===== src/sv/lcalc_pkg.sv =====
// Shared types, widths and constant tables for the lux calculation block.
// No dependencies; every other file refers to this package by scoped names.
`timescale 1ns / 1ps

package lcalc_pkg;

   localparam int CNT_W    = 16;          // channel count width
   localparam int CTRL_W   = 8;           // control word width
   localparam int REG_W    = 16;          // widest register
   localparam int IDX_W    = 3;           // register index width
   localparam int PROD_W   = 32;          // 16x16 product width
   localparam int LUX_W    = 32;
   localparam int TG_W     = 23;          // time * gain, max 600 * 9876
   localparam int NUM_W    = 39;          // time * gain * scale
   localparam int DEN_W    = 32;          // atten * device factor
   localparam int CPL_W    = NUM_W;       // counts per lux
   localparam int REM_W    = CPL_W;       // divider remainder
   localparam int STEP_W   = 6;           // cpl divide step counter
   localparam int QDEPTH   = 4;
   localparam int QPTR_W   = 2;
   localparam int QCNT_W   = 3;

   localparam logic [CTRL_W-1:0] CTRL_RST  = 8'd16;
   localparam logic [REG_W-1:0]  ATTEN_RST = 16'd1;
   localparam logic [REG_W-1:0]  SCALE_RST = 16'd1000;
   localparam logic [REG_W-1:0]  DEVF_RST  = 16'd408;
   localparam logic [REG_W-1:0]  COEFB_RST = 16'd1640;
   localparam logic [REG_W-1:0]  COEFC_RST = 16'd590;
   localparam logic [REG_W-1:0]  COEFD_RST = 16'd860;

   typedef enum logic [IDX_W-1:0] {
      REG_CONTROL = 3'd0,
      REG_ATTEN   = 3'd1,
      REG_SCALE   = 3'd2,
      REG_DEVF    = 3'd3,
      REG_COEF_B  = 3'd4,
      REG_COEF_C  = 3'd5,
      REG_COEF_D  = 3'd6
   } reg_idx_type;

   typedef struct packed {
      logic [CTRL_W-1:0] control;
      logic [REG_W-1:0]  atten;
      logic [REG_W-1:0]  scale;
      logic [REG_W-1:0]  devf;
      logic [REG_W-1:0]  coef_b;
      logic [REG_W-1:0]  coef_c;
      logic [REG_W-1:0]  coef_d;
   } cfg_type;

   // Integration time (ms) times analog gain, by time code and gain code.
   function automatic logic [TG_W-1:0] time_gain(input logic [2:0] tcode,
                                                 input logic [1:0] gcode);
      logic [9:0]  t;
      logic [13:0] g;
      case (tcode)
         3'd1:    t = 10'd200;
         3'd2:    t = 10'd300;
         3'd3:    t = 10'd400;
         3'd4:    t = 10'd500;
         3'd5:    t = 10'd600;
         default: t = 10'd100;
      endcase
      case (gcode)
         2'd1:    g = 14'd25;
         2'd2:    g = 14'd428;
         2'd3:    g = 14'd9876;
         default: g = 14'd1;
      endcase
      return TG_W'(t * g);
   endfunction

endpackage


===== src/sv/lcalc_front.sv =====
// Front end: channel products, clamped differences, larger of the two.
// Depends on lcalc_pkg.
`timescale 1ns / 1ps

module lcalc_front (
   input  logic                          clock,
   input  logic                          reset,
   input  lcalc_pkg::cfg_type            cfg,
   input  logic                          in_valid,
   output logic                          in_ready,
   input  logic [lcalc_pkg::CNT_W-1:0]   full_count,
   input  logic [lcalc_pkg::CNT_W-1:0]   ir_count,
   input  logic                          q_full,
   output logic                          push,
   output logic [lcalc_pkg::LUX_W-1:0]   push_num
);
   logic                              vld_ff;
   logic [lcalc_pkg::PROD_W-1:0]      p1_ff, q1_ff, p2_ff, q2_ff;
   logic [lcalc_pkg::PROD_W-1:0]      d1, d2;
   logic                              adv;

   assign adv      = !vld_ff || !q_full;
   assign in_ready = adv;
   assign push     = vld_ff && !q_full;

   always_ff @(posedge clock) begin
      if (reset) begin
         vld_ff <= 1'b0;
      end else if (adv) begin
         vld_ff <= in_valid;
      end
      if (adv) begin
         p1_ff <= full_count * cfg.scale;
         q1_ff <= ir_count * cfg.coef_b;
         p2_ff <= full_count * cfg.coef_c;
         q2_ff <= ir_count * cfg.coef_d;
      end
   end

   // Same positive divisor for both estimates, so the max can be taken first.
   assign d1       = (p1_ff > q1_ff) ? p1_ff - q1_ff : '0;
   assign d2       = (p2_ff > q2_ff) ? p2_ff - q2_ff : '0;
   assign push_num = (d1 > d2) ? d1 : d2;
endmodule


===== config.mk =====
export PLATFORM = sky130hd
export DESIGN_NAME = lcalc_front
export DESIGN_NICKNAME = d
export VERILOG_FILES = /design/src/sv/lcalc_pkg.sv /design/src/sv/lcalc_front.sv
export SDC_FILE = /design/constraint.sdc
export NUM_CORES = 2
export LEC_CHECK = 0
export BUFFER_PORTS_ARGS = -buffer_cell sky130_fd_sc_hd__buf_2
export CAP_MARGIN = 10
export CORE_ASPECT_RATIO = 1.2
export CORE_MARGIN = 2
export CORE_UTILIZATION = 46
export CTS_CLUSTER_DIAMETER = 50
export DETAILED_ROUTE_END_ITERATION = 8
export PLACE_DENSITY = 0.71
export RECOVER_POWER = 25
export SLEW_MARGIN = 20
export SYNTH_ARGS = -nofsm -noshare
export SYNTH_HDL_FRONTEND = slang
export SYNTH_SLANG_ARGS = --single-unit

===== constraint.sdc =====
create_clock -name clock -period 5.68 [get_ports clock]
set_input_delay 0 -clock clock [delete_from_list [all_inputs] [get_ports clock]]
set_output_delay 0 -clock clock [all_outputs]
set_load 0.02 [all_outputs]

* Yosys cells after proc, flatten, opt, wreduce, memory -nomap -nowiden *
Index checks and enable logic that the tools add are counted.

word-level totals
  register bits = 129
  latch bits = 0
  RAM bits = 0
  memory bits (read-only) = 0
  bits of input ports = 140
  output and inout bits = 34
  logic and storage cells = 21
  memories = 0

cells by class
  add/sub/neg operators = 2
  multipliers = 4
  div/mod/pow operators = 0
  $lt $le $gt $ge = 3
  equal/unequal tests = 0
  shifts and indexed selects = 0
  mux-type cells = 3
  bitwise operators = 0
  reduce and logical (&&, ||, !) cells = 4

operator list
  cell                 number
  $mul A16 B16 Y32     4
  $gt A32 B32 Y1       3
  $mux W32             3
  $sub A32 B32 Y32     2
  $logic_not A1 Y1     2
  $logic_and A1 B1 Y1  1
  $logic_or A1 B1 Y1   1

* Depth between registers and ports, before layout *
  word-level depth = 4
  depth in mapped cells = 28
  mapped depth without buffers = 24

* Worst setup path before layout *
No wires, ideal clock.

  path type = input -> register
  start point = in cfg[17] in the netlist's numbering
  end point = reg p2_ff[31] in the netlist's numbering (data pin)
  arrival time = 5.703 ns
  required time = 5.418 ns
  path slack = -0.285 ns
  stages = 22
  path buffers = 1
  cells stage by stage = clkbuf_1 -> nand2_1 -> fa_1 -> fa_1 -> fa_1 -> fa_1 -> inv_1 -> fa_1 -> inv_1 -> fa_1 -> inv_1 -> ha_1 -> and3_1 -> and3_1 -> a221o_1 -> nor4_2 -> o32ai_1 -> o41ai_2 -> o21a_1 -> o21ai_1 -> a221oi_2 -> xnor2_1

on the way
  longest elaborated chain between the ends = 1

RTL lines
  what                  RTL line           source
  start, declared       lcalc_front.sv:8   input lcalc_pkg::cfg_type cfg,
  $mul A16 B16 Y32      lcalc_front.sv:35  p2_ff <= full_count * cfg.coef_c;
  end signal, assigned  lcalc_front.sv:35
  end, declared         lcalc_front.sv:18  logic [lcalc_pkg::PROD_W-1:0] p1_ff, q1_ff, p2_ff, q2_ff;

No other way between the ends.
A chain may end at the register's enable or synchronous reset.

* Worst setup path after layout *
  start point = reg p2_ff[0] in the netlist's numbering
  end point = out push_num[20] in the netlist's numbering

on the way
  longest elaborated chain between the ends = 4
  elaborated cells on any way between the ends = 5
  classes of those cells = add/sub (1); order compare (2); mux (2)

RTL lines
  what                                                RTL line           source
  $sub A32 B32 Y32 or $gt A32 B32 Y1 (tied branches)  lcalc_front.sv:42  assign d2 = (p2_ff > q2_ff) ? p2_ff - q2_ff : '0;
  $mux W32 *                                          lcalc_front.sv:42
  $gt A32 B32 Y1                                      lcalc_front.sv:43  assign push_num = (d1 > d2) ? d1 : d2;
  $mux W32 *                                          lcalc_front.sv:43
  end, declared                                       lcalc_front.sv:15  output logic [lcalc_pkg::LUX_W-1:0] push_num

Every way passes the cells marked *; elsewhere a longest branch is shown, timed or not.

==> flow_metrics.tcl <==
set metrics [dict create \
    antenna_found_initial 1 \
    vias_per_cell 5.21 \
    first_pass_iters 6 \
    worst_slack_ns -0.0639 \
    placed_cells 6181 \
    synthesis.area_um2 42100 \
    timing.final.crit_share_pct 101 \
    gp_congestion 0.934 \
    grt_pass1_wl_um 172000 \
    crit_path_start_kind "flop" \
    final-instance-count-excl-fill 6243 \
    route.detailed.drc 0 \
    cts_sinks 129 \
    setup_viol 16 \
    numCtsBuffers 17 \
    vias 32500 \
    htreeDepth 4 \
    io_pins 174 \
    min_path_type "in -> reg" \
    synth_area_leaders "fa_1 (37%), ha_1 (15%), edfxtp_1 (9.1%)" \
    min_period_ns 5.74 \
    critPathMaxFanout 13 \
    slew_headroom_pct -96.8 \
    stdcell_area_um2 48300 \
    routed_wl_um 105000 \
    insertion_delay_ns 0.44 \
    die_w_um 280 \
    grt_max_degree 69 \
    fp-row-count 121 \
    cap_violations 1 \
    die_h_um 335 \
    root_buffer "clkbuf_16" \
    area_growth_pct 14.6 \
    drv_slew 69 \
    avgRoutedWirePerCell_um 16.8 \
    dieArea_um2 94000 \
    avgSynthCellArea_um2 8.95 \
    violations "capacitance limit, slew limit, setup timing" \
    synthArstFlopShare_pct 0 \
    hold_violations 0 \
    ys_seq_area_share_pct 9.18 \
    start_util_pct 46.4 \
    ys_warn_count 0 \
    dpl.hpwl_um 89400 \
    maxClockFrequency_mhz 174 \
    clock_path_buffers 2 \
    ys_types 75 \
    crit_required_ns 5.68 \
    yosys.area.top_type "fa_1" \
    synth_cells 4705 \
    synthTopCellsByCount "inv_1 (981), fa_1 (778), nand2_1 (656)" \
    finalClockSkew_ns 0.00742 \
    yosysMostFrequentCell "inv_1" \
    grt_setup_unrepaired "yes" \
    ys_ff_latch 129 \
    dpl_cell_area_um2 46400 \
    drive_gt1_share_pct 13.9 \
    ant_nets 0 \
    drt_iter0_markers 1865 \
    tightest_slew_ns 2.95 \
    fillCellCount 8145 \
    outcome "finished, violations left" \
    synth_top_area_share_pct 37.0 \
    path_class "reg -> out" \
    cts_tree "done" \
    nets 6494 \
    synth_edf_count 128 \
    track_usage_pct 22.8 \
    diodes 0 \
    numPortBuffers 133 \
    globalRouteOverflowTotal 0 \
    synthFlopType "edfxtp_1" \
    critPathCaptureType "primary output" \
    worstPathArrival_ns 5.74 \
    grt_pass1_vias 34000 \
    synth_fp_nets 6135 \
    design.core.area_um2 90700 \
    clk_pin_slew_ns 0.06 \
]
-- sequential cells by signal (all words and copies together), names as in the netlist --
name	cells
q2_ff	32
p2_ff	32
vld_ff	1
q1_ff	32
p1_ff	32
-- final timing paths --
path | from | to | slack, ns | cells past startpoint
max | p2_ff[0]$_DFFE_PP_ | push_num[20] | -0.06 | 26
min | cfg[32] | q1_ff[0]$_DFFE_PP_ | 0.13 | 2
max reg2reg | vld_ff$_SDFFE_PP0P_ | p2_ff[28]$_DFFE_PP_ | 1.91 | 2
min reg2reg | vld_ff$_SDFFE_PP0P_ | vld_ff$_SDFFE_PP0P_ | 1.04 | 3
-- layout make-up --
class	count	area, um^2	area share [%]
clock buffers	18	429	0.889
clock inverters	12	120	0.249
inverters	982	3690	7.64
multi-input cells	3409	34700	71.9
flip-flops and latches	129	3860	8.01
well taps	1168	1460	3.03
repair buffers	525	3980	8.24
-- cell families after synthesis --
family	count (synthesis)	synth area share (%)
buffers and inverters	1168	10.5
adders and majority gates	1290	52.2
AOI/OAI and AO/OA	516	7.98
and+or+nand+nor	1434	16.7
muxes	2	0.0475
DFF	129	9.18
xor gates and xnor gates	166	3.45
-- per-layer routing --
metal,GRT usage (%),routed length [um],vias to the layer above
met2,38.7,50800,890
met4,6.08,2850,0
li1,-,-,15200
met5,0,0,-
met1,30.3,45300,16200
met3,3.24,6190,160
-- layout by cell type, fill, tap and decap left out, drive strengths merged, types with 23 or more instances in the layout --
cell / instances
nand4: 23
inv: 982
xnor2: 112
clkbuf: 25
and2: 473
a21o: 95
o21ai: 95
fa: 778
ha: 512
o21bai: 33
and3: 23
nand2: 656
a21oi: 152
or3: 23
xor2: 54
edfxtp: 128
nor2: 117
buf: 516
nand3: 43
-- what timing repair did --
| action | 4_1_cts | 5_1_grt |
|---|---|---|
| hold endpoints to repair | 1 | 0 |
| setup endpoints to repair | 32 | 50 |
| gates cloned | 1 | 2 |
| pin swaps | 6 | 60 |
| hold buffers | 2 | 0 |
| gates resized for setup | 40 | 221 |
| buffers inserted | 8 | 19 |
-- critical path, cell delays in order (launching register included) --
cell and delay (ns):
edfxtp_1 0.39, inv_2 0.10, ha_4 0.14, inv_2 0.04, fa_2 0.39, a211oi_2 0.23, o21ai_1 0.08, o21a_1 0.16
o41ai_4 0.38, o22ai_2 0.17, a31oi_2 0.28, o21ai_2 0.10, o31a_4 0.19, buf_6 0.14, buf_4 0.17, nand2_1 0.16
ha_1 0.22, nand4_1 0.20, nor2_2 0.18, o31ai_2 0.10, o211ai_1 0.15, a21oi_1 0.11, a41o_2 0.31, buf_6 0.15
or2_4 0.31, o2bb2ai_4 0.27, buf_6 0.17
-- metrics by stage --
step           worst slack, ns  hold slack (ns)  TNS (ns)  util (%)
3_3_place_gp            -0.417            0.159     -4.09      51.2
6_report               -0.0639            0.126    -0.301      53.2
4_1_cts                 0.0128           0.0974         0      52.0
2_1_floorplan           -0.126           0.0724    -0.168         -
5_1_grt                 -0.202            0.137     -4.69      53.2
3_5_place_dp            -0.402            0.160     -4.97      51.2
Power is left out: the tool's default activity adds up to more than one toggle a clock period on the data nets, which glitch-free logic cannot reach.
