## src/sv/lcalc_pkg.sv

```systemverilog
// Shared types, widths and constant tables for the lux calculation block.
// No dependencies; every other file refers to this package by scoped names.
`timescale 1ns / 1ps

package lcalc_pkg;

   localparam int CNT_W    = 16;          // channel count width
   localparam int CTRL_W   = 8;           // control word width
   localparam int REG_W    = 16;          // widest register
   localparam int IDX_W    = 3;           // register index width
   localparam int PROD_W   = 32;          // 16x16 product width
   localparam int LUX_W    = 32;
   localparam int TG_W     = 23;          // time * gain, max 600 * 9876
   localparam int NUM_W    = 39;          // time * gain * scale
   localparam int DEN_W    = 32;          // atten * device factor
   localparam int CPL_W    = NUM_W;       // counts per lux
   localparam int REM_W    = CPL_W;       // divider remainder
   localparam int STEP_W   = 6;           // cpl divide step counter
   localparam int QDEPTH   = 4;
   localparam int QPTR_W   = 2;
   localparam int QCNT_W   = 3;

   localparam logic [CTRL_W-1:0] CTRL_RST  = 8'd16;
   localparam logic [REG_W-1:0]  ATTEN_RST = 16'd1;
   localparam logic [REG_W-1:0]  SCALE_RST = 16'd1000;
   localparam logic [REG_W-1:0]  DEVF_RST  = 16'd408;
   localparam logic [REG_W-1:0]  COEFB_RST = 16'd1640;
   localparam logic [REG_W-1:0]  COEFC_RST = 16'd590;
   localparam logic [REG_W-1:0]  COEFD_RST = 16'd860;

   typedef enum logic [IDX_W-1:0] {
      REG_CONTROL = 3'd0,
      REG_ATTEN   = 3'd1,
      REG_SCALE   = 3'd2,
      REG_DEVF    = 3'd3,
      REG_COEF_B  = 3'd4,
      REG_COEF_C  = 3'd5,
      REG_COEF_D  = 3'd6
   } reg_idx_type;

   typedef struct packed {
      logic [CTRL_W-1:0] control;
      logic [REG_W-1:0]  atten;
      logic [REG_W-1:0]  scale;
      logic [REG_W-1:0]  devf;
      logic [REG_W-1:0]  coef_b;
      logic [REG_W-1:0]  coef_c;
      logic [REG_W-1:0]  coef_d;
   } cfg_type;

   // Integration time (ms) times analog gain, by time code and gain code.
   function automatic logic [TG_W-1:0] time_gain(input logic [2:0] tcode,
                                                 input logic [1:0] gcode);
      logic [9:0]  t;
      logic [13:0] g;
      case (tcode)
         3'd1:    t = 10'd200;
         3'd2:    t = 10'd300;
         3'd3:    t = 10'd400;
         3'd4:    t = 10'd500;
         3'd5:    t = 10'd600;
         default: t = 10'd100;
      endcase
      case (gcode)
         2'd1:    g = 14'd25;
         2'd2:    g = 14'd428;
         2'd3:    g = 14'd9876;
         default: g = 14'd1;
      endcase
      return TG_W'(t * g);
   endfunction

endpackage

```

## src/sv/lcalc_cpl.sv

```systemverilog
// Counts-per-lux unit: one multiply step then a bit-serial restoring divide.
// Depends on lcalc_pkg.
`timescale 1ns / 1ps

module lcalc_cpl (
   input  logic                          clock,
   input  logic                          reset,
   input  logic                          restart,
   input  lcalc_pkg::cfg_type            cfg,
   output logic [lcalc_pkg::CPL_W-1:0]   cpl,
   output logic                          cpl_zero,
   output logic                          busy
);
   typedef enum logic [2:0] {
      ST_MUL  = 3'b001,
      ST_DIV  = 3'b010,
      ST_DONE = 3'b100
   } state_type;

   state_type                          state_ff, state_in;
   logic [lcalc_pkg::NUM_W-1:0]        num_ff, num_in;
   logic [lcalc_pkg::DEN_W-1:0]        den_ff, den_in;
   logic [lcalc_pkg::DEN_W:0]          rem_ff, rem_in;
   logic [lcalc_pkg::CPL_W-1:0]        quo_ff, quo_in;
   logic [lcalc_pkg::STEP_W-1:0]       step_ff, step_in;
   logic [lcalc_pkg::REG_W-1:0]        atten_eff;
   logic [lcalc_pkg::DEN_W+1:0]        shifted;

   assign atten_eff = (cfg.atten == '0) ? lcalc_pkg::REG_W'(1) : cfg.atten;
   assign shifted   = {rem_ff, num_ff[lcalc_pkg::NUM_W-1]};

   always_comb begin
      state_in = state_ff;
      num_in   = num_ff;
      den_in   = den_ff;
      rem_in   = rem_ff;
      quo_in   = quo_ff;
      step_in  = step_ff;
      case (state_ff)
         ST_MUL: begin
            num_in  = lcalc_pkg::NUM_W'(lcalc_pkg::time_gain(cfg.control[2:0],
                                                             cfg.control[5:4]) * cfg.scale);
            den_in  = atten_eff * cfg.devf;
            rem_in  = '0;
            step_in = '0;
            state_in = ST_DIV;
         end
         ST_DIV: begin
            if (shifted >= {2'b00, den_ff}) begin
               rem_in = (lcalc_pkg::DEN_W+1)'(shifted - {2'b00, den_ff});
               quo_in = {quo_ff[lcalc_pkg::CPL_W-2:0], 1'b1};
            end else begin
               rem_in = shifted[lcalc_pkg::DEN_W:0];
               quo_in = {quo_ff[lcalc_pkg::CPL_W-2:0], 1'b0};
            end
            num_in  = num_ff << 1;
            step_in = step_ff + 1'b1;
            if (step_ff == lcalc_pkg::STEP_W'(lcalc_pkg::NUM_W - 1)) begin
               state_in = ST_DONE;
            end
         end
         ST_DONE: state_in = ST_DONE;
         default: state_in = ST_MUL;
      endcase
      if (restart) begin
         state_in = ST_MUL;
      end
   end

   always_ff @(posedge clock) begin
      if (reset) begin
         state_ff <= ST_MUL;
         step_ff  <= '0;
      end else begin
         state_ff <= state_in;
         step_ff  <= step_in;
      end
      num_ff <= num_in;
      den_ff <= den_in;
      rem_ff <= rem_in;
      quo_ff <= quo_in;
   end

   // Zero denominator gives a zero quotient by definition.
   assign cpl      = (den_ff == '0) ? '0 : quo_ff;
   assign cpl_zero = (cpl == '0);
   assign busy     = (state_ff != ST_DONE);
endmodule

```

## config.mk

```make
export PLATFORM = sky130hd
export DESIGN_NAME = lcalc_cpl
export DESIGN_NICKNAME = d
export VERILOG_FILES = /design/src/sv/lcalc_pkg.sv /design/src/sv/lcalc_cpl.sv
export SDC_FILE = /design/constraint.sdc
export NUM_CORES = 2
export LEC_CHECK = 0
export BUFFER_PORTS_ARGS = -buffer_cell sky130_fd_sc_hd__buf_4
export CORE_ASPECT_RATIO = 0.7
export CORE_MARGIN = 2
export CORE_UTILIZATION = 50
export CTS_CLUSTER_DIAMETER = 50
export DETAILED_ROUTE_END_ITERATION = 6
export PLACE_DENSITY_LB_ADDON = 0.1
export SLEW_MARGIN = 0
export SYNTH_ARGS = -nofsm -noshare
export SYNTH_HDL_FRONTEND = slang
export SYNTH_SLANG_ARGS = --single-unit
```

## constraint.sdc

```tcl
create_clock -name clock -period 12.17 [get_ports clock]
set_clock_uncertainty 0.1 [all_clocks]
set_input_delay 1.217 -clock clock [delete_from_list [all_inputs] [get_ports clock]]
set_output_delay 1.217 -clock clock [all_outputs]
set_load 0.02 [all_outputs]
```

# [After elaboration in Yosys (flattened, before gate mapping)]
# Index checks and enable logic that the tools add are counted.
[op_classes] eq_ne=14 n_mux=13 mul=3 add_sub_neg=2 magnitude_cmp=1 reduce_logical=5
[op_table] op="one-hot mux 39 bit (2 select lines)" count=1
[op_table] op="one-hot mux 33 bit (2 select lines)" count=1
[op_table] op="one-hot mux 10 bit (5 select lines)" count=1
[op_table] op="one-hot mux 14 bit (3 select lines)" count=1
[op_table] op="logical NOT 39 bit" count=1
[op_table] op="multiplier 23 x 16 -> 39 bit" count=1
[op_table] op="two-way mux 39 bit" count=1
[op_table] op=">= comparator 34 x 32 -> 1 bit" count=1
[op_table] op="two-way mux 33 bit" count=1
[op_table] op="subtractor 33 x 32 -> 33 bit" count=1
[op_table] op="logical NOT 32 bit" count=1
[op_table] op="multiplier 16 x 16 -> 32 bit" count=1
[op_table] op="multiplier 10 x 14 -> 23 bit" count=1
[op_table] op="logical NOT 16 bit" count=1
[op_table] op="two-way mux 16 bit" count=1
[op_table] op="two-way mux 14 bit" count=1
[op_table] op="one-hot mux 6 bit (2 select lines)" count=1
[op_table] op="two-way mux 10 bit" count=1
[op_table] op="== test 3 x 2 -> 1 bit (second input constant)" count=3
[op_table] op="== test 3 bit (second input constant)" count=3
[op_table] op="one-hot mux 3 bit (3 select lines)" count=1
[op_table] op="adder 6 x 1 -> 6 bit (second input constant)" count=1
[op_table] op="== test 3 x 1 -> 1 bit (second input constant)" count=2
[op_table] op="== test 6 bit (second input constant)" count=1
[op_table] op="8 further kinds" count=9
[totals] reg_bits=152 inputBits=107 word_cells=44 output_inout_bits=41

# [Depth between registers and ports, before layout]
[logic_depth] depth_word=6 depth_mapped=48 mapped_depth_nobuf=46

# [Worst setup path after synthesis]
# OpenSTA, ideal clock, no wires.
[synth_path] path_kind="in2reg" start="input cfg[97] (netlist name)" end="register num_ff[31] (netlist name), data pin" path_buffers=2 setup_time_ns=0.270 slack_ns=-0.001 path_stages=44 arrival_time_ns=11.801 required_ns=11.800 cell_sequence="clkbuf_1 inv_1 ha_1 inv_1 mux2_2 a22o_1 and2_1 ha_1 fa_1 inv_1 fa_1 inv_1 fa_1 ha_1 ha_1 nor2b_1 o21ai_0 a21boi_1 [... 8 more ...] fa_1 fa_1 inv_1 fa_1 fa_1 inv_1 fa_1 inv_1 ha_1 and3_1 a31oi_1 o21ai_0 or3_1 o22ai_1 nor2_1 a311o_1 xnor2_1 a21oi_1"
[synth_between] elab_chain_cells=6 word_cells_on_any_way=10 cone_classes="2 x mul; 5 x eq/ne; 3 x mux"
[synth_lines] item="start, declared" line="lcalc_cpl.sv:9" rtl="input lcalc_pkg::cfg_type cfg,"
[synth_lines] item="== test 3 bit, or another cell as far along" line="lcalc_pkg.sv:56" rtl="case (tcode)"
[synth_lines] item="one-hot mux 10 bit (5 select lines) (*)" line="lcalc_pkg.sv:56"
[synth_lines] item="two-way mux 10 bit (*)" line="lcalc_cpl.sv:39" rtl="case (state_ff)"
[synth_lines] item="multiplier 10 x 14 -> 23 bit (*)" line="lcalc_pkg.sv:70" rtl="return TG_W'(t * g);"
[synth_lines] item="multiplier 23 x 16 -> 39 bit (*)" line="lcalc_cpl.sv:42" rtl="cfg.control[5:4]) * cfg.scale);"
[synth_lines] item="one-hot mux 39 bit (2 select lines) (*)" line="lcalc_cpl.sv:39"
[synth_lines] item="via num_in, one bit" line="lcalc_cpl.sv:21" rtl="logic [lcalc_pkg::NUM_W-1:0] num_ff, num_in;"
[synth_lines] item="end signal, assigned" line="lcalc_cpl.sv:78" rtl="num_ff <= num_in;"
[synth_lines] item="end, declared" line="lcalc_cpl.sv:21"
# Mark *: on every way through the listed nets, which the timed path passes. The rest lies on a longest branch. The select of a mux whose other input is x is not followed.
# A chain may end at the register's enable or synchronous reset.

# [Worst setup path in the final report]
[layout_path] start="input cfg[97] (netlist name)" end="register num_ff[36] (netlist name), data pin"
# The elaborated chain is that of the path after synthesis.

==> results.txt <==
- Routed WL: around 70 mm
- For the pin with the worst max-slew slack, the measured transition is roughly 1.0 ns.
- H-tree lvl count: 4
- Number of antenna violations at the first check in global routing: 0
* Worst-case hold slack: approximately 0.37 ns
* Most used cells in the layout excluding fill and tap cells: 637 x sky130_fd_sc_hd__inv_1, 497 x sky130_fd_sc_hd__fa_1, 483 x sky130_fd_sc_hd__nand2_1
- Global-route wire length before repair: roughly 120 mm
* Die width: 296 um
* Register bit total from synthesis: 150
- Final core utilization: 0.564
* Maximum count of clock buffers along a single path: 2
* Period utilisation layout: 0.971
- When the netlist entered floorplanning its net count stood at ~4200.
- In this run the number of cells on the critical path is 43.
* Data arrival time of the critical path: 11.91 ns
- Of all flip-flops after synthesis, the portion carrying an async set or reset was 0.
- The root buffer cell chosen for the clock tree is sky130_fd_sc_hd__clkbuf_16.
- The total overflow left after global routing is 0.
* Core ar.: a little under 0.06 mm2
* Clk Latency, worst-skew pair: about 0.44 ns
- Most instantiated flip-flop cell in the synthesis netlist: sky130_fd_sc_hd__edfxtp_1
- For this configuration, the core starts out at a cell density of 0.508.
- The congestion estimate from routability-driven global placement came to approximately 0.90.
* Layout Nets: ~4300
* Routed via count: ~23000
- Initial drt markers: around 1500
* CP bufs+invs: 9
* Reg2reg path depth: 12
- Entering global routing, the biggest net connects a little over 90 pins.
- In the routed design, unresolved DRC markers number 0.
- At the worst endpoint, the required time is ~12 ns.
- The biggest area contributor in the post-synthesis netlist is sky130_fd_sc_hd__fa_1.
- Filler-free cell count of the finished design: between 4000 and 5000
- Floorplan die area: between 0.06 and 0.07 mm2
- Max-cap check violation count: 0
- Biggest fanout along the worst timing path: 16
- FF-to-FF setup slack: approximately 8 ns
- Max stage delay cell, worst path: sky130_fd_sc_hd__fa_1
- Post-CTS Hold Fix Bufs: 0
- The share of synthesized area in the top cell type comes to 0.337.
- Among cell families on the critical path, the largest total delay comes from adder cells.
- Count of buffers from port buffering: 96
- Static timing analysis puts the maximum clock frequency at 84.6 MHz.
- Most common cell after layout, fill and taps aside: sky130_fd_sc_hd__inv_1
* Final HPWL from detailed placement: 58.3 mm
- Reg2Reg Capture Point: rem_ff[11]$_SDFFCE_PN0P_
* Setup-violating endpoint count in the final report: 0
- Post-detailed-route count of antenna-violating nets: 0
- Filler cell count: between 5000 and 6000
* Syn Area/Cell: about 9.1 um2
* Number of rows created at floorplan: 74
- The clock net in this run drives a total of 150 sinks.
* Clock tree from TritonCTS: yes
* Post-Synthesis Cells: around 3300
- Ranking of synthesized cells by area: sky130_fd_sc_hd__fa_1 34%, sky130_fd_sc_hd__edfxtp_1 14%, sky130_fd_sc_hd__ha_1 14%, sky130_fd_sc_hd__inv_1 8.0%, sky130_fd_sc_hd__nand2_1 6.1%
- The worst hold path terminates at quo_ff[15]$_DFFE_PP_.
* Fraction of final layout cells with drive strength greater than 1: 0.0965
- The worst hold path was traced through 0 stages.
- Setup slack closes at between 0.3 and 0.4 ns.
- Layout overhead on the synthesized area: 10.9%
* Crit path kind: input pin to register
- The startpoint identified for the worst register-to-register timing path is num_ff[38]$_DFFE_PP_.
* CP max stage delay: between 0.5 and 0.6 ns
- Run status: finished, final reports clean
* Post-Place Worst Slack: -0.462 ns
- The smallest clock period supported by the final layout is computed as around 12 ns.
* Start point of the worst min-delay path: quo_ff[14]$_DFFE_PP_
- Number of buffers created by CTS: 17
* Count of cell types in the netlist: 75
- Vias in the first global route: 23200
- The number of hold violations in the final report came to 0.
* Launching element type of the critical path: input pin
- CP dominant cell by count: sky130_fd_sc_hd__fa_1
* CP Capture Type: register
* Number of pins with negative max-slew slack in the final report: 0
- After clock tree synthesis, the clock-pin slew on the worst setup and hold paths is about 0.070 ns.
- Class of the most critical hold timing path: register to register
* Overall fraction of global-route tracks in use: 0.242
- Pin placement for this block handled 148 I/O pins.
- Part of the Yosys area used for sequential elements: 0.148
- Count of yosys warnings during synthesis: 0
* WL per Instance: roughly 17 um
- The pre-antenna-repair detailed-routing pass consisted of 5 iterations.
- Measured along the y axis, the die boundary spans roughly 210 um.
* Placed instance count: around 4200
- Number of enable flip-flop cells after synthesis: about 140
- The mapped netlist covers a little under 0.03 mm2.
- Detail-routed via count per cell: approximately 5.4
* Worst slew margin relative to its limit: 0.306
metrics by stage:
stage / setup TNS [ns] / area, um2
floorplan: 0 / 29800
global placement: -1.66 / 32100
detailed placement: -3.05 / 32100
CTS: 0 / 32700
global route: -0.0474 / 33000
finish: 0 / 33000
synthesized netlist by cell type (11+ instances only):
library cell and instances:
sky130_fd_sc_hd__a211oi_1 13, sky130_fd_sc_hd__a21o_1 44, sky130_fd_sc_hd__a21oi_1 122, sky130_fd_sc_hd__a31oi_1 13, sky130_fd_sc_hd__and2_1 202, sky130_fd_sc_hd__and3_1 13, sky130_fd_sc_hd__clkbuf_1 118, sky130_fd_sc_hd__edfxtp_1 141
sky130_fd_sc_hd__fa_1 501, sky130_fd_sc_hd__ha_1 329, sky130_fd_sc_hd__inv_1 637, sky130_fd_sc_hd__nand2_1 485, sky130_fd_sc_hd__nand2b_1 27, sky130_fd_sc_hd__nand3_1 25, sky130_fd_sc_hd__nand3b_1 13, sky130_fd_sc_hd__nand4_1 13
sky130_fd_sc_hd__nor2_1 120, sky130_fd_sc_hd__nor2b_1 80, sky130_fd_sc_hd__nor3_1 18, sky130_fd_sc_hd__nor4_1 24, sky130_fd_sc_hd__o211ai_1 11, sky130_fd_sc_hd__o21a_1 19, sky130_fd_sc_hd__o21ai_0 58, sky130_fd_sc_hd__o21bai_1 18
sky130_fd_sc_hd__xnor2_1 58, sky130_fd_sc_hd__xor2_1 32
logic make-up (layout without fill, tap and decap cells):
family	count (synthesis)	count (layout)	synth area share
AOI/OAI and AO/OA	375	375	0.0821
buffers and inverters	763	907	0.0963
adders and majority gates	830	830	0.475
muxes	3	3	0.00105
other	0	1	0
xor gates and xnor gates	90	90	0.0265
DFF	150	150	0.148
and+or+nand+nor	1056	1056	0.171
layer usage:
| metal | vias up | global-route usage | wire (um) |
|---|---|---|---|
| met3 | 59 | 0.0448 | 5250 |
| met4 | 0 | 0.0389 | 715 |
| li1 | 10500 | - | - |
| met5 | - | 0 | 0 |
| met2 | 692 | 0.343 | 29600 |
| met1 | 11200 | 0.388 | 36300 |
registers in the layout, indices dropped and copies added, names as in the netlist:
register,flops
num_ff,37
rem_ff,33
den_ff,32
quo_ff,39
state_ff,3
step_ff,6
worst max path at each step:
stage / from / endpoint
2_1_floorplan: cfg[97] / num_ff[31]$_DFFE_PP_
4_1_cts: cfg[97] / num_ff[36]$_DFFE_PP_
3_5_place_dp: cfg[97] / num_ff[36]$_DFFE_PP_
5_1_grt: cfg[97] / num_ff[36]$_DFFE_PP_
3_3_place_gp: cfg[97] / num_ff[36]$_DFFE_PP_
6_report: cfg[97] / num_ff[36]$_DFFE_PP_
area by class of cell:
class                   count  area, um2  share of cell area
diodes                      1       2.50           0.0000757
clock buffers              17        425              0.0129
clock inverters            14        148             0.00447
inverters                 639       2400              0.0726
multi-input cells        2354      22800               0.690
flip-flops and latches    150       4410               0.134
well taps                 798        998              0.0302
repair buffers            237       1870              0.0565
repair_timing:
item / 4_1_cts / 5_1_grt
gates cloned: 0 / 1
pin swaps: 0 / 27
setup endpoints to repair: 1 / 16
gates resized for setup: 1 / 54
buffers inserted: 0 / 12
Power is left out: the tool's default activity adds up to more than one toggle a clock period on the data nets, which glitch-free logic cannot reach.
