<file path="src/sv/lcalc_pkg.sv">
// Shared types, widths and constant tables for the lux calculation block.
// No dependencies; every other file refers to this package by scoped names.
`timescale 1ns / 1ps

package lcalc_pkg;

   localparam int CNT_W    = 16;          // channel count width
   localparam int CTRL_W   = 8;           // control word width
   localparam int REG_W    = 16;          // widest register
   localparam int IDX_W    = 3;           // register index width
   localparam int PROD_W   = 32;          // 16x16 product width
   localparam int LUX_W    = 32;
   localparam int TG_W     = 23;          // time * gain, max 600 * 9876
   localparam int NUM_W    = 39;          // time * gain * scale
   localparam int DEN_W    = 32;          // atten * device factor
   localparam int CPL_W    = NUM_W;       // counts per lux
   localparam int REM_W    = CPL_W;       // divider remainder
   localparam int STEP_W   = 6;           // cpl divide step counter
   localparam int QDEPTH   = 4;
   localparam int QPTR_W   = 2;
   localparam int QCNT_W   = 3;

   localparam logic [CTRL_W-1:0] CTRL_RST  = 8'd16;
   localparam logic [REG_W-1:0]  ATTEN_RST = 16'd1;
   localparam logic [REG_W-1:0]  SCALE_RST = 16'd1000;
   localparam logic [REG_W-1:0]  DEVF_RST  = 16'd408;
   localparam logic [REG_W-1:0]  COEFB_RST = 16'd1640;
   localparam logic [REG_W-1:0]  COEFC_RST = 16'd590;
   localparam logic [REG_W-1:0]  COEFD_RST = 16'd860;

   typedef enum logic [IDX_W-1:0] {
      REG_CONTROL = 3'd0,
      REG_ATTEN   = 3'd1,
      REG_SCALE   = 3'd2,
      REG_DEVF    = 3'd3,
      REG_COEF_B  = 3'd4,
      REG_COEF_C  = 3'd5,
      REG_COEF_D  = 3'd6
   } reg_idx_type;

   typedef struct packed {
      logic [CTRL_W-1:0] control;
      logic [REG_W-1:0]  atten;
      logic [REG_W-1:0]  scale;
      logic [REG_W-1:0]  devf;
      logic [REG_W-1:0]  coef_b;
      logic [REG_W-1:0]  coef_c;
      logic [REG_W-1:0]  coef_d;
   } cfg_type;

   // Integration time (ms) times analog gain, by time code and gain code.
   function automatic logic [TG_W-1:0] time_gain(input logic [2:0] tcode,
                                                 input logic [1:0] gcode);
      logic [9:0]  t;
      logic [13:0] g;
      case (tcode)
         3'd1:    t = 10'd200;
         3'd2:    t = 10'd300;
         3'd3:    t = 10'd400;
         3'd4:    t = 10'd500;
         3'd5:    t = 10'd600;
         default: t = 10'd100;
      endcase
      case (gcode)
         2'd1:    g = 14'd25;
         2'd2:    g = 14'd428;
         2'd3:    g = 14'd9876;
         default: g = 14'd1;
      endcase
      return TG_W'(t * g);
   endfunction

endpackage

</file>
<file path="src/sv/lcalc_queue.sv">
// Short FIFO between front end and divider pipeline.
// Depends on lcalc_pkg.
`timescale 1ns / 1ps

module lcalc_queue (
   input  logic                          clock,
   input  logic                          reset,
   input  logic                          push,
   input  logic [lcalc_pkg::LUX_W-1:0]   push_data,
   input  logic                          pop,
   output logic [lcalc_pkg::LUX_W-1:0]   head,
   output logic                          not_empty,
   output logic                          full
);
   logic [lcalc_pkg::LUX_W-1:0]   mem_ff [lcalc_pkg::QDEPTH];
   logic [lcalc_pkg::QPTR_W-1:0]  wr_ff, rd_ff;
   logic [lcalc_pkg::QCNT_W-1:0]  cnt_ff;

   assign head      = mem_ff[rd_ff];
   assign not_empty = (cnt_ff != '0);
   assign full      = (cnt_ff == lcalc_pkg::QCNT_W'(lcalc_pkg::QDEPTH));

   always_ff @(posedge clock) begin
      if (reset) begin
         wr_ff  <= '0;
         rd_ff  <= '0;
         cnt_ff <= '0;
      end else begin
         if (push) begin
            wr_ff <= wr_ff + 1'b1;
         end
         if (pop) begin
            rd_ff <= rd_ff + 1'b1;
         end
         if (push && !pop) begin
            cnt_ff <= cnt_ff + 1'b1;
         end else if (pop && !push) begin
            cnt_ff <= cnt_ff - 1'b1;
         end
      end
      if (push) begin
         mem_ff[wr_ff] <= push_data;
      end
   end
endmodule

</file>
<file path="config.mk">
export PLATFORM = sky130hd
export DESIGN_NAME = lcalc_queue
export DESIGN_NICKNAME = d
export VERILOG_FILES = /design/src/sv/lcalc_pkg.sv /design/src/sv/lcalc_queue.sv
export SDC_FILE = /design/constraint.sdc
export NUM_CORES = 1
export LEC_CHECK = 0
export BUFFER_PORTS_ARGS = -buffer_cell sky130_fd_sc_hd__buf_2
export CAP_MARGIN = 25
export CELL_PAD_IN_SITES_DETAIL_PLACEMENT = 1
export CELL_PAD_IN_SITES_GLOBAL_PLACEMENT = 1
export CORE_ASPECT_RATIO = 1.4
export CORE_MARGIN = 10
export CORE_UTILIZATION = 50
export CTS_CLUSTER_SIZE = 28
export DETAILED_ROUTE_END_ITERATION = 8
export MAX_ROUTING_LAYER = met4
export PLACE_DENSITY = 0.76
export SYNTH_ARGS = -nofsm -noshare
export SYNTH_HDL_FRONTEND = slang
export SYNTH_SLANG_ARGS = --single-unit
export TNS_END_PERCENT = 50
</file>
<file path="constraint.sdc">
create_clock -name clock -period 2.5 [get_ports clock]
set_clock_uncertainty 0.1 [all_clocks]
set_input_delay 0.5 -clock clock [delete_from_list [all_inputs] [get_ports clock]]
set_output_delay 0.5 -clock clock [all_outputs]
set_load 0.1 [all_outputs]
</file>
* Word-level counts from Yosys, hierarchy flattened *
Memory sizes are Yosys's and may differ from the RTL's. A register that Yosys moved wholly into a read port is not among the register bits.
Index checks and enable logic that the tools add are counted.
W data, S select, Z words.

cells by class
  add/subtract/negate cells = 4
  equal/unequal tests = 1
  muxes and demuxes = 6
  reductions and logical operators = 6

operators with widths
  operator               count
  $mux W3                2
  $add A2 B1 Y2 const B  2
  $mux W2                2
  $add A3 B1 Y3 const B  1
  $eq A3 B3 Y1 const B   1
  $reduce_bool A3 Y1     1
  $sub A3 B1 Y3 const B  1
  $logic_and A1 B1 Y1    2
  $logic_not A1 Y1       2
  $mux W1                2
  $reduce_bool A2 Y1     1

storage, ports and cells
  register bits = 7
  RAM bits = 128
  bits of input ports = 36
  output and inout port bits = 34
  word-level logic and storage cells = 21
  memories = 1

memory list
  name    depth  width  rd ports  clocked after memory_dff  write ports  line               source
  mem_ff  4      32     1         1                         1            lcalc_queue.sv:15  logic [lcalc_pkg::LUX_W-1:0] mem_ff [lcalc_pkg::QDEPTH];

* Longest topological paths before layout *
Gate-level depths: netlist of run 1.

  depth in word-level cells = 4
  mapped depth = 7
  gate-level depth less buffers = 7

* Worst setup path after synthesis of run 1 *
Ideal clock, no wire load.

  path kind = register to output
  start point = reg cnt_ff[0] (netlist bit)
  end point = out full
  arrival = 2547 ps
  required time = 1900 ps
  slack = -647 ps
  cell stages (with the launch flop) = 2
  path buffers = 0
  cell sequence = dfxtp_1 nor3b_1

between the ends
  cells in the longest elaborated chain, start to end = 1

ends and longest elaborated chain
  what                    line               source
  from (decl)             lcalc_queue.sv:17  logic [lcalc_pkg::QCNT_W-1:0] cnt_ff;
  from (signal assigned)  lcalc_queue.sv:36  cnt_ff <= cnt_ff + 1'b1;
  from (signal assigned)  lcalc_queue.sv:38  cnt_ff <= cnt_ff - 1'b1;
  $eq A3 B3 Y1            lcalc_queue.sv:21  assign full = (cnt_ff == lcalc_pkg::QCNT_W'(lcalc_pkg::QDEPTH));
  to (decl)               lcalc_queue.sv:13  output logic full

Every way passes these cells.

==> results of run 1 <==
## synth_stat cells
| cell | number |
|---|---|
| a21oi_1 | 1 |
| and2_1 | 4 |
| buf_12 | 3 |
| buf_2 | 3 |
| buf_6 | 1 |
| clkbuf_1 | 1 |
| dfxtp_1 | 9 |
| edfxtp_1 | 128 |
| fa_1 | 1 |
| ha_1 | 5 |
| inv_1 | 4 |
| mux2i_1 | 2 |
| mux4_1 | 2 |
| mux4_2 | 30 |
| nand2_1 | 1 |
| nor2_1 | 7 |
| nor3b_1 | 1 |
| o21ai_0 | 1 |
| or3_1 | 2 |
| xnor2_1 | 2 |
| xor2_1 | 3 |
## placed cells by master (no fill, tap or decap), types with 2 or more instances in the layout
master      instances
and2_2              4
buf_12             17
buf_2              42
buf_4              11
buf_6               2
bufinv_16           4
clkbuf_16          17
clkbuf_4            5
clkinv_1            2
clkinv_4            2
clkinvlp_4          3
dfxtp_1             7
dfxtp_2             2
diode_2             2
edfxtp_1          128
ha_1                5
inv_1               4
inv_6               3
mux2i_1             2
mux4_1              2
mux4_2             30
nor2_1              7
or3_1               2
xnor2_1             2
xor2_1              3
## worst reg2reg max path, stage by stage (launching register included)
cell     delay (ps)
dfxtp_1         360
inv_1           100
ha_1            140
and2_2          440
buf_4           310
## cell type report
| cell class | instances | share of cell area |
|---|---|---|
| Inverter | 4 | 0.00230 |
| Clock inverter | 15 | 0.0305 |
| Multi-Input combinational cell | 62 | 0.149 |
| Sequential cell | 137 | 0.618 |
| Tap cell | 135 | 0.0259 |
| Timing Repair Buffer | 78 | 0.109 |
| Antenna cell | 2 | 0.000768 |
| Clock buffer | 17 | 0.0653 |
## power groups by stage
stage | registers (W) | logic, W | clock network [W]
after global routing | 0.00269 | 0.00133 | 0.00279
after detailed placement | 0.00272 | 0.00126 | 0
final | 0.00268 | 0.00128 | 0.00261
after global placement | 0.00271 | 0.00125 | 0
after floorplan | 0.00271 | 0.000940 | 0
after CTS | 0.00268 | 0.00127 | 0.00266
## path summary, 6_finish.rpt
check,to,slack [ps],depth (start not counted),from
max,head[30],50,3,register
min,mem_ff[3][17]$_DFFE_PP_,200,1,push_data[17]
max reg2reg,mem_ff[2][18]$_DFFE_PP_,740,4,wr_ff[0]$_SDFFE_PP0P_
min reg2reg,cnt_ff[2]$_SDFFE_PP0P_,410,2,cnt_ff[2]$_SDFFE_PP0P_
## cells by family after synthesis
kind of cell	Yosys count
AO/OA/AOI/OAI	2
XOR/XNOR	5
adder cells (fa/ha/maj)	6
buffers and inverters	12
flip-flops	137
multiplexers	34
AND/OR/NAND/NOR	15
## stage by stage
stage               power, W  setup TNS, ps  hold WS (ps)
floorplan            0.00365              0           360
global placement     0.00396              0           383
detailed placement   0.00398              0           407
CTS                  0.00661              0           175
global route         0.00681          -47.3           178
finish               0.00656              0           198
## timing repair
item	in CTS	in global routing
hold buffers	0	0
setup endpoints to repair	14	9
hold endpoints to repair	0	0
gates resized for setup	3	22
## sequential cells by signal, summed over array words and instances, names as in the netlist, named ones only
name and flops:
mem_ff 128, cnt_ff 3, rd_ff 2, wr_ff 2
## routing by layer
layer / up-vias / track usage / routed length (um)
met4: 0 / 0.0630 / 127
met3: 14 / 0.0601 / 533
met5: - / - / 0
li1: 1057 / - / -
met1: 1235 / 0.165 / 4100
met2: 64 / 0.260 / 6050
==> results.sh, run 1 <==
export IMPL_drtPass1Iterations=4
export IMPL_comb_power_share=0.195
export IMPL_synth_top_area_frac=0.755
export IMPL_drc_errors=0
export IMPL_critPathTopFamily="multiplexers"
export IMPL_syn_nets=253
export IMPL_postCtsSetupBuffers=0
export IMPL_powerDensity_nw_per_um2=1010
export IMPL_avgSynthCellArea_um2=24.1
export IMPL_hold_viol_final=0
export IMPL_via_count=2370
export IMPL_min_period_over_period=0.980
export IMPL_ant_nets=0
export IMPL_synth_xor_area_share=0.00861
export IMPL_yosysTopAreaCell="edfxtp_1"
export IMPL_synth_fa_ha_area_frac=0.0162
export IMPL_filler_cell_count=796
export IMPL_rsz0062_at_grt="true"
export IMPL_grt_pass1_wl_mm=16.5
export IMPL_numPortBuffers=69
export IMPL_cts_tree="yes"
export IMPL_setup_violations=0
export IMPL_worstPathCellList="buf_12 -> mux4_2 -> clkbuf_4"
export IMPL_htreeDepth=4
export IMPL_finalNonFillerCells=450
export IMPL_core_area_um2=9950
export IMPL_irDropWorstVdd_mv=0.610
export IMPL_fmax_mhz=408
export IMPL_drt_iter0_drc=132
export IMPL_grt_pass1_vias=2755
export IMPL_crit_type="reg2out"
export IMPL_grt_ovfl_total=0
export IMPL_clkLatencyLatePin_ps=410
export IMPL_p_sw_frac=0.288
export IMPL_required_ps=1900
export IMPL_p_leak_nw=2.28
export IMPL_syn_cell_area_um2=5090
export IMPL_p_seq_frac=0.408
export IMPL_slew_headroom=0.671
export IMPL_rows=43
export IMPL_p_switching_w=0.00189
export IMPL_vias_per_cell=5.27
export IMPL_place_area_um2=5840
export IMPL_fin_crit_ps=2450
export IMPL_critPathArrivalTime_ps=1850
export IMPL_yosysUniqueCellTypes=21
export IMPL_drive_gt1_frac=0.463
export IMPL_clkTransAtPathRegs_ps=60
export IMPL_cts_root_buf="clkbuf_16"
export IMPL_worst_pin_slew_ps=497
export IMPL_yosysWarningCount=0
export IMPL_end_kind="output pin"
export IMPL_synth_top_family_by_area="multiplexers"
export IMPL_fp_dieH_um=139
export IMPL_cts_sinks=137
export IMPL_fp_dieW_um=105
export IMPL_grt_max_degree=25
export IMPL_postLayoutCoreUtil=0.655
export IMPL_synthMuxAreaShare=0.147
export IMPL_cap_violations=0
export IMPL_place_hpwl_mm=6.71
export IMPL_intPower_w=0.00468
export IMPL_p_clk_frac=0.397
export IMPL_ios=70
export IMPL_numPlacedInstances=416
export IMPL_area_delta_synth_final_pct=28.1
export IMPL_seq_area_um2=4030
export IMPL_postLayoutSetupSlackWorst_ps=49.4
export IMPL_max_stage_delay_ps=540
export IMPL_yosys_top_cells_area="edfxtp_1 76%, mux4_2 13%, dfxtp_1 3.5%"
export IMPL_startpoint_type="register"
export IMPL_ys_seq_area_frac=0.791
export IMPL_critPathBufInv=2
export IMPL_cts_buffer_depth=2
export IMPL_dp_slack_ps=365
export IMPL_wirelength_mm=10.8
export IMPL_nNetsFinal=342
export IMPL_ys_seq_elements=137
export IMPL_initial_utilization=0.511
export IMPL_crit_slowest_cell="mux4_2"
export IMPL_multiInputGateArea_um2=970
export IMPL_antenna_found_initial=2
export IMPL_syn_inst=211
export IMPL_hold_class="in2reg"
export IMPL_die_area_um2=14700
export IMPL_status="complete, no violations"
export IMPL_cts_buffers=17
export IMPL_place_congestion=0.689
export IMPL_routedWlPerCell_um=24.0
export IMPL_synth_compound_area_share=0.00197
export IMPL_grtUsageTotal=0.157
export IMPL_yosys_area_share_simple=0.0148
export IMPL_path_max_fanout=18
export IMPL_drv_slew=0
export IMPL_final_area_um2=6520
(Power assumes the default switching activity.)
==> inputs of run 2 (changes only) <==
--- a/config.mk
+++ b/config.mk
@@ -16,6 +16,7 @@
 export DETAILED_ROUTE_END_ITERATION = 8
 export MAX_ROUTING_LAYER = met4
 export PLACE_DENSITY = 0.76
+export REMOVE_ABC_BUFFERS = 1
 export SYNTH_ARGS = -nofsm -noshare
 export SYNTH_HDL_FRONTEND = slang
 export SYNTH_SLANG_ARGS = --single-unit
==> results.sh, run 2 (synthesis results as in run 1) <==
export IMPL_status="complete, no violations"
export IMPL_p_leak_nw=2.22
export IMPL_reg2reg_depth=3
export IMPL_postLayoutSetupSlackWorst_ps=65.7
export IMPL_top_register="mem_ff"
export IMPL_powerDensity_nw_per_um2=987
export IMPL_grt_ovfl_total=0
export IMPL_cts_sinks=137
export IMPL_path_max_fanout=19
export IMPL_htreeDepth=4
export IMPL_drv_slew=0
export IMPL_drc_errors=0
export IMPL_grt_pass1_vias=2645
export IMPL_postCtsHoldBufs=0
export IMPL_cts_root_buf="clkbuf_16"
export IMPL_grt_max_degree=33
export IMPL_top_regs="mem_ff: 128 flops, cnt_ff: 3 flops"
export IMPL_nNetsFinal=341
export IMPL_place_hpwl_mm=6.43
export IMPL_via_count=2371
export IMPL_slew_headroom=0.660
export IMPL_worst_pin_slew_ps=510
export IMPL_irDropWorstVdd_mv=0.733
export IMPL_drtPass1Iterations=4
export IMPL_ant_nets=0
export IMPL_antenna_found_initial=1
export IMPL_grt_pass1_wl_mm=15.5
export IMPL_vias_per_cell=5.29
export IMPL_final_area_um2=6370
export IMPL_startpoint_type="register"
export IMPL_numPortBuffers=69
export IMPL_final_common_cell="edfxtp_1"
export IMPL_largest_reg_flops=128
export IMPL_crit_type="reg2out"
export IMPL_wirelength_mm=9.92
export IMPL_layout_common_cells="128 x edfxtp_1, 52 x buf_2, 30 x mux4_2"
export IMPL_postLayoutCoreUtil=0.640
export IMPL_clkLatencyLatePin_ps=410
export IMPL_drive_gt1_frac=0.458
export IMPL_fp_dieH_um=139
export IMPL_cts_tree="yes"
export IMPL_required_ps=1900
export IMPL_hold_class="in2reg"
export IMPL_cts_buffers=17
export IMPL_setup_violations=0
export IMPL_fmax_mhz=411
export IMPL_ff2ff_setup_slack_ps=900
export IMPL_ios=70
export IMPL_place_congestion=0.681
export IMPL_hold_viol_final=0
export IMPL_end_kind="output pin"
export IMPL_grtUsageTotal=0.146
export IMPL_place_area_um2=5770
export IMPL_finalPower_w=0.00629
export IMPL_drt_iter0_drc=74
export IMPL_dp_slack_ps=371
export IMPL_area_delta_synth_final_pct=25.3
export IMPL_die_area_um2=14700
export IMPL_routedWlPerCell_um=22.1
export IMPL_fp_dieW_um=105
export IMPL_clkTransAtPathRegs_ps=60
export IMPL_setup_tns_ps=0
export IMPL_initial_utilization=0.511
export IMPL_min_period_over_period=0.974
export IMPL_rows=43
export IMPL_filler_cell_count=818
export IMPL_core_area_um2=9950
export IMPL_cts_buffer_depth=2
export IMPL_min_path_cells=1
export IMPL_fin_crit_ps=2430
export IMPL_critPathArrivalTime_ps=1830
export IMPL_cap_violations=0
run 2: final timing paths:
kind | start | to
setup / recovery | register | head[31]
setup reg to reg | wr_ff[0]$_SDFFE_PP0P_ | mem_ff[3][18]$_DFFE_PP_
hold / removal | push_data[24] | mem_ff[0][24]$_DFFE_PP_
hold reg to reg | cnt_ff[2]$_SDFFE_PP0P_ | cnt_ff[2]$_SDFFE_PP0P_
run 2: where the power goes:
group / switching [W] / internal, W / total (W)
logic: 0.000888 / 0.000336 / 0.00122
clock network: 0.000919 / 0.00147 / 0.00239
registers: 0.0000413 / 0.00263 / 0.00267
total: 0.00185 / 0.00444 / 0.00629
run 2: timing repair:
item,4_1_cts,5_1_grt
setup buffers,0,0
setup endpoints to repair,13,13
gates resized for setup,1,12
run 2: per-stage QoR:
stage	hold slack [ps]	cells
2_1_floorplan	355	203
3_3_place_gp	387	415
3_5_place_dp	409	415
4_1_cts	193	447
5_1_grt	189	448
6_report	202	448
run 2: cell type report:
cell class,count,area [um^2],area share
inverter,4,15.0,0.00236
multi-input combinational,62,965,0.151
timing repair buffer,77,618,0.0970
sequential,137,4030,0.632
tap,135,169,0.0265
antenna,1,2.50,0.000393
clock buffer,18,429,0.0673
clock inverter,14,149,0.0234
run 2: critical path, cell delays in order, from the launching register on:
cell and delay (ps):
dfxtp_2 370, buf_12 210, mux4_2 540, clkbuf_4 300
run 2: routing by layer:
| layer | global-route usage | up-vias | routed length [um] |
|---|---|---|---|
| met1 | 0.149 | 1242 | 3780 |
| met5 | - | - | 0 |
| met4 | 0.0587 | 0 | 173 |
| met3 | 0.0471 | 16 | 391 |
| li1 | - | 1058 | - |
| met2 | 0.252 | 55 | 5580 |
==> inputs of run 3 (changes only) <==
--- a/config.mk
+++ b/config.mk
@@ -12,6 +12,7 @@
 export CORE_ASPECT_RATIO = 1.4
 export CORE_MARGIN = 10
 export CORE_UTILIZATION = 50
+export CTS_BUF_LIST = sky130_fd_sc_hd__clkbuf_16
 export CTS_CLUSTER_SIZE = 28
 export DETAILED_ROUTE_END_ITERATION = 8
 export MAX_ROUTING_LAYER = met4
==> results.sh, run 3 (synthesis results as in run 1) <==
export IMPL_status="complete, no violations"
export IMPL_area_delta_synth_final_pct=25.3
export IMPL_worstPathCellList="buf_12 -> mux4_2 -> clkbuf_4"
export IMPL_dp_slack_ps=371
export IMPL_min_period_over_period=0.974
export IMPL_layout_common_cells="128 x edfxtp_1, 52 x buf_2, 30 x mux4_2"
export IMPL_critPathArrivalTime_ps=1830
export IMPL_wirelength_mm=9.92
export IMPL_drc_errors=0
export IMPL_endpoint="head[31]"
export IMPL_cap_violations=0
export IMPL_top_register="mem_ff"
export IMPL_fp_dieW_um=105
export IMPL_multiInputGateArea_um2=965
export IMPL_critPathTopFamily="multiplexers"
export IMPL_path_max_fanout=19
export IMPL_p_leak_nw=2.23
export IMPL_powerDensity_nw_per_um2=986
export IMPL_ff2ff_setup_slack_ps=900
export IMPL_fmax_mhz=411
export IMPL_slew_headroom=0.660
export IMPL_drive_gt1_frac=0.458
export IMPL_drv_slew=0
export IMPL_r2r_end="mem_ff[3][18]$_DFFE_PP_"
export IMPL_hold_class="in2reg"
export IMPL_crit_type="reg2out"
export IMPL_reg2reg_depth=3
export IMPL_grt_pass1_vias=2645
export IMPL_setup_violations=0
export IMPL_worstReg2RegStart="wr_ff[0]$_SDFFE_PP0P_"
export IMPL_cts_root_buf="clkbuf_16"
export IMPL_critPathBufInv=2
export IMPL_cts_buffer_depth=2
export IMPL_end_kind="output pin"
export IMPL_drt_iter0_drc=74
export IMPL_htreeDepth=4
export IMPL_fp_dieH_um=139
export IMPL_place_congestion=0.681
export IMPL_vias_per_cell=5.29
export IMPL_postCtsSetupBuffers=0
export IMPL_finalPower_w=0.00628
export IMPL_drtPass1Iterations=4
export IMPL_rows=43
export IMPL_clkTransAtPathRegs_ps=60
export IMPL_grt_ovfl_total=0
export IMPL_cp_depth=3
export IMPL_via_count=2371
export IMPL_crit_slowest_cell="mux4_2"
export IMPL_top_regs="mem_ff: 128 flops, cnt_ff: 3 flops"
export IMPL_irDropWorstVdd_mv=0.733
export IMPL_cts_buffers=17
export IMPL_ant_nets=0
export IMPL_grtUsageTotal=0.146
export IMPL_whs_ps=202
export IMPL_final_common_cell="edfxtp_1"
export IMPL_worst_pin_slew_ps=510
export IMPL_largest_reg_flops=128
export IMPL_routedWlPerCell_um=22.1
export IMPL_numPlacedInstances=415
export IMPL_cts_sinks=137
export IMPL_hold_viol_final=0
export IMPL_antenna_found_initial=1
export IMPL_grt_pass1_wl_mm=15.5
export IMPL_min_path_cells=1
export IMPL_numPortBuffers=69
export IMPL_grt_max_degree=33
export IMPL_die_area_um2=14700
export IMPL_max_stage_delay_ps=540
export IMPL_startpoint_type="register"
export IMPL_filler_cell_count=818
export IMPL_setup_tns_ps=0
export IMPL_initial_utilization=0.511
export IMPL_required_ps=1900
export IMPL_core_area_um2=9950
export IMPL_seq_area_um2=4030
export IMPL_nNetsFinal=341
export IMPL_cts_tree="yes"
export IMPL_place_hpwl_mm=6.43
export IMPL_clkLatencyLatePin_ps=410
export IMPL_postLayoutSetupSlackWorst_ps=65.7
export IMPL_finalNonFillerCells=448
export IMPL_ios=70
export IMPL_fin_crit_ps=2430
run 3: changes by cell type in the layout (fill, tap and decap cells not counted):
cell and delta:
inv_1 +1, clkbuf_1 -1
run 3: per-stage QoR:
step | util | area, um^2
CTS | 0.638 | 6350
detailed placement | 0.580 | 5770
finish | 0.640 | 6370
global placement | 0.580 | 5770
floorplan | - | 5000
global route | 0.640 | 6370
run 3: how the worst min path moves through the flow:
| stage | endpoint | slack, ps | start |
|---|---|---|---|
| 4_1_cts | mem_ff[3][25]$_DFFE_PP_ | 190 | push_data[25] |
| 3_3_place_gp | cnt_ff[2]$_SDFFE_PP0P_ | 390 | cnt_ff[2]$_SDFFE_PP0P_ |
| 6_report | mem_ff[0][24]$_DFFE_PP_ | 200 | push_data[24] |
| 3_5_place_dp | cnt_ff[2]$_SDFFE_PP0P_ | 410 | cnt_ff[2]$_SDFFE_PP0P_ |
| 2_1_floorplan | cnt_ff[2]$_SDFFE_PP0P_ | 360 | cnt_ff[2]$_SDFFE_PP0P_ |
| 5_1_grt | mem_ff[2][25]$_DFFE_PP_ | 190 | push_data[25] |
run 3: report_power, final:
group	internal [W]	leakage, nW	total (W)	switching, W
Sequential	0.00263	1.25	0.00267	0.0000413
Combinational	0.000336	0.698	0.00122	0.000888
Clock	0.00147	0.279	0.00239	0.000919
Total	0.00443	2.23	0.00628	0.00185
run 3: area by class of cell:
class                           count  area share
Sequential cell                   137       0.632
Multi-Input combinational cell     62       0.151
Timing Repair Buffer               77      0.0970
Clock buffer                       17      0.0667
Tap cell                          135      0.0265
Clock inverter                     15      0.0239
Inverter                            4     0.00236
Antenna cell                        1    0.000393
run 3: layer usage:
layer  global-route usage  share of wire
met5                    -              0
met4               0.0587          0.017
met3               0.0471          0.039
met2                0.252           0.56
met1                0.149           0.38
run 3: worst register-to-register path, stage by stage, from the launching register on:
cell	delay, ps
dfxtp_1	390
ha_1	160
and2_2	130
buf_4	440
run 3: timing repair:
action                                 in CTS  in global routing
cloned                                      0                  0
resized for setup                           1                 12
hold buffers                                0                  0
setup endpoints to repair                  13                 13
endpoints found under the hold margin       0                  0
